$ cat config.mk
export PLATFORM = sky130hd
export DESIGN_NAME = pfsa_ram
export DESIGN_NICKNAME = d
export VERILOG_FILES = /design/src/sv/pfsa_ram.sv
export SDC_FILE = /design/constraint.sdc
export NUM_CORES = 1
export LEC_CHECK = 0
export BUFFER_PORTS_ARGS = -buffer_cell sky130_fd_sc_hd__buf_4
export CORE_ASPECT_RATIO = 0.5
export CORE_UTILIZATION = 40
export DETAILED_ROUTE_END_ITERATION = 10
export PLACE_DENSITY = 0.56
export SYNTH_ARGS = -nofsm -noshare
export SYNTH_HDL_FRONTEND = slang
export SYNTH_SLANG_ARGS = --single-unit
$ cat constraint.sdc
create_clock -name i_clk -period 1.5 [get_ports i_clk]
set_input_delay 0.075 -clock i_clk [delete_from_list [all_inputs] [get_ports i_clk]]
set_output_delay 0.075 -clock i_clk [all_outputs]
set_load 0.03 [all_outputs]
$ cat src/sv/pfsa_ram.sv
// Generic single-port-write, single-port-read RAM with a registered read.
// Depends on nothing.
module pfsa_ram #(
    parameter int WIDTH = 8,
    parameter int DEPTH = 16
) (
    input  logic                                      i_clk,
    input  logic                                      i_we,
    input  logic [((DEPTH > 1) ? $clog2(DEPTH) : 1)-1:0] i_waddr,
    input  logic [WIDTH-1:0]                          i_wdata,
    input  logic [((DEPTH > 1) ? $clog2(DEPTH) : 1)-1:0] i_raddr,
    output logic [WIDTH-1:0]                          o_rdata
);

    logic [WIDTH-1:0] r_mem [DEPTH];

    always_ff @(posedge i_clk) begin
        if (i_we) begin
            r_mem[i_waddr] <= i_wdata;
        end
        o_rdata <= r_mem[i_raddr];
    end

endmodule
## Yosys cells after proc, flatten, opt, wreduce, memory -nomap -nowiden

Memory sizes are Yosys's and may differ from the RTL's. A register that Yosys moved wholly into a read port is not among the register bits.
Index checks and enable logic that the tools add are counted.
W data, S select, Z words.

| word-level totals | value |
|---|---|
| flip-flop bits (word level) | 0 |
| latch bits | 0 |
| bits in writable memories | 128 |
| memory bits (read-only) | 0 |
| input bits | 18 |
| output and inout port bits | 8 |
| logic and storage cells | 3 |
| memories kept | 1 |

| cells by class | value |
|---|---|
| add/subtract/negate cells | 0 |
| $mul | 0 |
| divide/modulo/power cells | 0 |
| order comparisons | 0 |
| equality and inequality tests | 0 |
| shifts and indexed selects | 0 |
| muxes and demuxes | 2 |
| bitwise logic cells | 0 |
| reductions and logical operators | 0 |

Memory list:

| memory | depth | width | rd ports | clocked after memory_dff | wr ports | RTL line | text |
|---|---|---|---|---|---|---|---|
| r_mem | 16 | 8 | 1 | 1 | 1 | 15 | `logic [WIDTH-1:0] r_mem [DEPTH];` |

Operators by type and width:

| operator | count |
|---|---|
| $mux W1 | 2 |

## Longest topological paths before layout

Gate-level depths: netlist (run 1).

| logic depth | value |
|---|---|
| word-level depth | 2 |
| gate-level depth with buffers | 5 |
| depth with buffers taken out | 3 |

## Worst setup path before layout (run 1)

Ideal clock, no wire load.

| timing | value |
|---|---|
| path type | input-to-reg |
| start point | in i_waddr[2] in the netlist's numbering |
| end point | mem r_mem[0][0] (enable) |
| library setup time | 0.383 ns |
| arrival | 1.185 ns |
| required time | 1.117 ns |
| slack | -0.068 ns |
| stages | 2 |
| path buffers | 0 |
| cell sequence | or3b_2 -> nor3_1 |

RTL lines:

| what | RTL line | text |
|---|---|---|
| from (decl) | 9 | `input logic [((DEPTH > 1) ? $clog2(DEPTH) : 1)-1:0] i_waddr,` |
| to (decl) | 15 |  |

No word-level cell before the write port.

==> results of run 1 <==
-- final cells by class --
cell class | count | share of cell area
Multi-Input combinational cell | 83 | 0.1700
Sequential cell | 136 | 0.6312
Clock inverter | 8 | 0.007495
Timing Repair Buffer | 63 | 0.08126
Tap cell | 165 | 0.03254
Clock buffer | 24 | 0.07751
-- worst max-delay path, delay by kind of cell, from the launching register on --
family | cells | cell delay, ns
muxes | 1 | 0.50
and+or+nand+nor | 1 | 0.11
DFF | 1 | 0.35
AOI/OAI and AO/OA | 1 | 0.35
-- state kept, by name, indices dropped and copies added, names as in the netlist --
signal,count
r_mem,128
o_rdata,8
-- cell families (layout without fill, tap and decap cells) --
family,count (synthesis),after routing,synth area share
flops,136,136,0.7778
compound gates,16,16,0.02334
simple gates,35,35,0.03184
mux,32,32,0.1502
buf+inv,10,95,0.01677
-- worst min path at each step --
stage               startpoint      endpoint  slack, ns  cells past startpoint
floorplan           i_wdata[0]   r_mem[0][0]       0.17                      0
global placement    i_wdata[4]  r_mem[13][4]       0.39                      1
detailed placement  i_wdata[4]  r_mem[13][4]       0.40                      1
CTS                 i_wdata[2]  r_mem[11][2]      0.004                      1
global route        i_wdata[2]  r_mem[10][2]      0.008                      1
finish              i_wdata[2]  r_mem[10][2]      0.007                      1
-- metal layers --
metal  wire length [um]  vias to the layer above
met5                  0                        -
met3                431                        7
met2               4855                       40
met1               5337                     1333
li1                   -                     1118
met4                 64                        0
-- cells in the mapped netlist --
cell type	number	area (sq um)
or3b_2	1	8.760
a22oi_1	16	120.1
buf_6	3	33.78
nand3_1	1	5.000
buf_4	1	7.510
nand3b_1	2	15.01
clkdlybuf4s25_2	3	30.03
nor2_1	13	48.80
and2b_1	1	7.510
nand2b_1	2	12.51
nor3_1	4	20.02
mux4_1	14	367.9
and2_1	1	6.260
dfxtp_1	8	160.2
nor2b_1	1	6.260
buf_2	3	15.01
edfxtp_1	128	3844
nand2_1	9	33.78
mux4_2	18	405.4
-- stage by stage --
step | util | power [mW]
floorplan | - | 4.612
global placement | 0.4704 | 4.855
detailed placement | 0.4704 | 4.866
CTS | 0.5202 | 8.586
global route | 0.5218 | 8.807
finish | 0.5218 | 8.529
-- repair_timing --
action	CTS	global route
endpoints found under the setup margin	1	4
endpoints found under the hold margin	109	0
hold buffers	7	0
gates cloned	0	0
resized for setup	1	4
-- report_power, final --
| group | leakage, nW | total (mW) | switching [mW] | internal [mW] |
|---|---|---|---|---|
| registers | 1.22 | 4.28 | 0.0281 | 4.25 |
| logic | 0.686 | 0.528 | 0.292 | 0.236 |
| clock network | 0.262 | 3.72 | 1.45 | 2.27 |
==> results.py, run 1 <==
metrics = {
    "status": {
        "outcome": "finished, final reports clean",
    },
    "logic_synthesis": {
        "yosysSeqAreaShare": 0.7778,
        "avgSynthCellArea_sq_um": 22.48,
        "synthCells": 229,
        "ys_ff_latch": 136,
        "synth_fp_nets": 247,
        "yosysWarnings": 0,
        "syn-cell-area_sq_um": 5147,
        "ys_types": 19,
    },
    "timing": {
        "finalCriticalPeriod_ns": 1.424,
        "rsz0062_at_grt": "no",
        "tns_ns": 0,
        "worstMarginPinSlew_ns": 0.8621,
        "holdWs_ns": 0.007487,
        "setup_viol": 0,
        "drv_slew": 0,
        "hold_viol_final": 0,
        "fmax_mhz": 702.2,
        "max-slew-margin-rel": 0.4241,
        "worst_slack_ns": 0.07587,
        "min_period_over_period": 0.9494,
        "finClkSkew_ns": 0.008637,
    },
    "final_layout": {
        "fin_nets": 319,
        "fin_area_sq_um": 6344,
        "synthToLayoutAreaGrowth_pct": 23.24,
        "mostFrequentLayoutCell": "edfxtp_1",
        "final_cell_mix": "edfxtp_1 (128), buf_4 (54), mux4_2 (19), clkbuf_16 (17)",
        "final_cells": 479,
        "fillers": 960,
        "register_area_sq_um": 4004,
        "multi_input_area_sq_um": 1079,
        "drive_gt1_frac": 0.3503,
        "antenna_cells": 0,
    },
    "global_route": {
        "grt_pass1_vias": 2537,
        "gr-usage-met2": 0.2585,
        "grt-ovfl-total": 0,
        "grt.busiest_layer": "met2",
        "grt_pass1_wl_um": 15970,
        "grtUsageTotal": 0.1779,
        "grt_max_degree": 24,
        "use_met1": 0.2533,
        "antenna_found_initial": 0,
        "grtUsageMet3": 0.05145,
    },
    "critical_path": {
        "path_max_fanout": 1,
        "critPathLaunch": "r_mem[1][2]",
        "worstSetupStartpointType": "register",
        "cp-endpoint": "o_rdata[2]",
        "rr_startpoint": "r_mem[1][2]",
        "reg2reg_depth": 3,
        "cp_slowest_cell": "mux4_1",
        "path_cells": "mux4_1 > a22oi_1 > nand2_1",
        "regToRegSetupSlack_ns": 0.08,
        "required_ns": 1.78,
        "rr_endpoint": "o_rdata[2]",
        "worst-setup-path-type": "register to register",
        "endpoint_kind": "register",
        "crit_arrival_ns": 1.71,
        "critPathMaxStageDelay_ns": 0.50,
    },
    "routing": {
        "antenna_left": 0,
        "wire_per_inst_um": 22.32,
        "drc": 0,
        "drtPass1Iterations": 4,
        "vias_per_cell": 5.215,
        "drt_iter0_markers": 163,
        "drt_wl_total_um": 10690,
        "num_vias": 2498,
    },
    "clock_tree": {
        "insertion_delay_ns": 0.41,
        "tritoncts": "yes",
        "clkTransAtPathRegs_ns": 0.06,
        "cts_setup_buffers": 0,
        "root_buffer": "clkbuf_16",
        "clockBufferDepth": 2,
        "htree_levels": 4,
        "cts.sinks": 136,
        "cts_buffers": 17,
    },
    "floorplan": {
        "pin_count": 26,
        "start_util": 0.4234,
        "die_area_sq_um": 13350,
        "row_count": 28,
        "die_x_um": 162.4,
        "core_sq_um": 12160,
        "die_h_um": 82.22,
    },
    "power": {
        "power_density_nw_per_um2": 1345,
        "ir_drop_mv": 0.6705,
        "p_leak_nw": 2.171,
    },
    "placed_design": {
        "place.gp.congestion": 0.7483,
        "dp_cells": 440,
        "place_ws_ns": -0.1195,
        "placed_area_sq_um": 5718,
        "hpwlAfterDp_um": 6863,
        "numPortBuffers": 25,
    },
    "run": {
        "cap_viol_max_count": 0,
    },
    "min_path": {
        "hp-class": "input port to register",
    },
}
Power figures use the tool's default switching activity.
==> run 2, diff against run 1 <==
BUFFER_PORTS_ARGS = -buffer_cell sky130_fd_sc_hd__buf_2   (was -buffer_cell sky130_fd_sc_hd__buf_4)
CTS_CLUSTER_DIAMETER = 60   (was unset)
PLACE_DENSITY = unset   (was 0.56)
==> results.py, run 2 (synthesized netlist as in run 1, its figures left out) <==
metrics = {
    "power": {
        "combPwrFrac": 0.051,
        "p_leak_nw": 2.144,
        "p_sw_frac": 0.1995,
        "power_switching_mw": 1.793,
        "finalPower_mw": 8.990,
        "cell_internal_pwr_mw": 7.196,
        "pwr-share-seq": 0.475,
        "pwr-share-clk": 0.474,
        "ir_drop_mv": 0.6178,
        "power_density_nw_per_um2": 1439,
    },
    "floorplan": {
        "die_area_sq_um": 13350,
        "core_sq_um": 12160,
        "die_x_um": 162.4,
        "pin_count": 26,
        "start_util": 0.4234,
        "die_h_um": 82.22,
        "row_count": 28,
    },
    "global_route": {
        "grt-ovfl-total": 0,
        "antenna_found_initial": 1,
        "grt_pass1_wl_um": 15080,
        "grt_max_degree": 21,
        "grt_pass1_vias": 2481,
        "grtUsageTotal": 0.1688,
    },
    "critical_path": {
        "regToRegSetupSlack_ns": 0.10,
        "rr_endpoint": "o_rdata[3]",
        "path_max_fanout": 1,
        "endpoint_kind": "register",
        "required_ns": 1.79,
        "reg2reg_depth": 3,
        "cp_slowest_cell": "mux4_1",
        "rr_startpoint": "r_mem[8][3]",
        "cp_num_buf_inv": 0,
        "worstSetupStartpointType": "register",
        "critPathMaxStageDelay_ns": 0.50,
        "path_cells": "mux4_1 > a22oi_1 > nand2_1",
        "worst-setup-path-type": "register to register",
        "cp_top_family": "multiplexers",
        "crit_arrival_ns": 1.69,
    },
    "timing": {
        "min_period_over_period": 0.9316,
        "setup_viol": 0,
        "finalCriticalPeriod_ns": 1.397,
        "finClkSkew_ns": 0.006357,
        "max-slew-margin-rel": 0.4426,
        "rsz0062_at_grt": "no",
        "worst_slack_ns": 0.1027,
        "tns_ns": 0,
        "fmax_mhz": 715.6,
        "hold_viol_final": 0,
        "worstMarginPinSlew_ns": 0.8344,
        "drv_slew": 0,
    },
    "final_layout": {
        "fillers": 953,
        "final_cell_mix": "edfxtp_1 (128), buf_2 (25), buf_4 (24), mux4_2 (18), clkbuf_16 (17)",
        "register_area_sq_um": 4004,
        "synthToLayoutAreaGrowth_pct": 21.39,
        "fin_nets": 308,
        "drive_gt1_frac": 0.3399,
        "mostFrequentLayoutCell": "edfxtp_1",
        "largest_reg_flops": 128,
        "top_regs": "r_mem (128), o_rdata (8)",
        "fin_area_sq_um": 6248,
        "multi_input_area_sq_um": 1062,
        "antenna_cells": 0,
        "final_core_util": 0.5140,
        "top_register": "r_mem",
    },
    "clock_tree": {
        "clockBufferDepth": 2,
        "cts_buffers": 17,
        "root_buffer": "clkbuf_16",
        "htree_levels": 4,
        "cts_setup_buffers": 0,
        "clkTransAtPathRegs_ns": 0.06,
        "tritoncts": "yes",
        "ctsHoldBuffers": 0,
        "cts_resized": 0,
        "insertion_delay_ns": 0.41,
        "cts.sinks": 136,
    },
    "routing": {
        "drtPass1Iterations": 4,
        "num_vias": 2438,
        "drt_wl_total_um": 9986,
        "drc": 0,
        "antenna_left": 0,
        "drt_iter0_markers": 231,
        "wire_per_inst_um": 21.34,
        "vias_per_cell": 5.209,
    },
    "min_path": {
        "hp-class": "input port to register",
        "min-delay-start": "i_wdata[5]",
        "whs_path_depth": 1,
        "hold_end": "r_mem[4][5]",
    },
    "placed_design": {
        "place.gp.congestion": 0.7423,
        "placed_area_sq_um": 5638,
        "hpwlAfterDp_um": 6220,
        "numPortBuffers": 25,
        "place_ws_ns": -0.08702,
    },
    "run": {
        "cap_viol_max_count": 0,
    },
    "status": {
        "outcome": "finished, final reports clean",
    },
}
## run 2: cell count changes in the layout (fill, tap and decap cells not counted), sizes merged
cell,previous run,this run
clkbuf,24,18
bufinv,0,4
buf,56,52
dlygate4sd3,7,0
clkinv,5,7
## run 2: area by class of cell
class / instances / share of cell area
Multi-Input combinational cell: 83 / 0.1700
Sequential cell: 136 / 0.6408
Timing Repair Buffer: 52 / 0.05847
Tap cell: 165 / 0.03304
Clock buffer: 18 / 0.06868
Clock inverter: 14 / 0.02903
## run 2: metrics by stage
step | hold slack [ns] | instances
after floorplan | 0.1739 | 229
after global placement | 0.4381 | 436
after detailed placement | 0.4651 | 436
after CTS | 0.02478 | 468
after global routing | 0.03502 | 468
final | 0.04069 | 468
## run 2: power groups by stage
stage | registers [mW] | clock network (mW) | logic, mW
final | 4.27 | 4.26 | 0.458
after global routing | 4.28 | 4.49 | 0.497
after CTS | 4.28 | 4.33 | 0.468
after detailed placement | 4.35 | 0 | 0.464
after global placement | 4.35 | 0 | 0.457
after floorplan | 4.40 | 0 | 0.216
## run 2: worst max path at each step
stage	from	end	slack [ns]	cells past startpoint
final	r_mem[8][3]	o_rdata[3]	0.10	3
after global routing	r_mem[10][1]	o_rdata[1]	0.02	3
after CTS	r_mem[10][1]	o_rdata[1]	0.08	3
after detailed placement	i_raddr[0]	o_rdata[3]	-0.09	6
after global placement	i_raddr[0]	o_rdata[3]	-0.07	6
after floorplan	i_waddr[2]	r_mem[3][0]	0.16	2
## run 2: per-layer routing
layer	up-vias	GRT usage	share of wire
met5	-	0	0.0013
met4	2	0.06887	0.013
met3	15	0.05894	0.067
met2	61	0.2543	0.47
met1	1260	0.2263	0.45
li1	1100	-	-
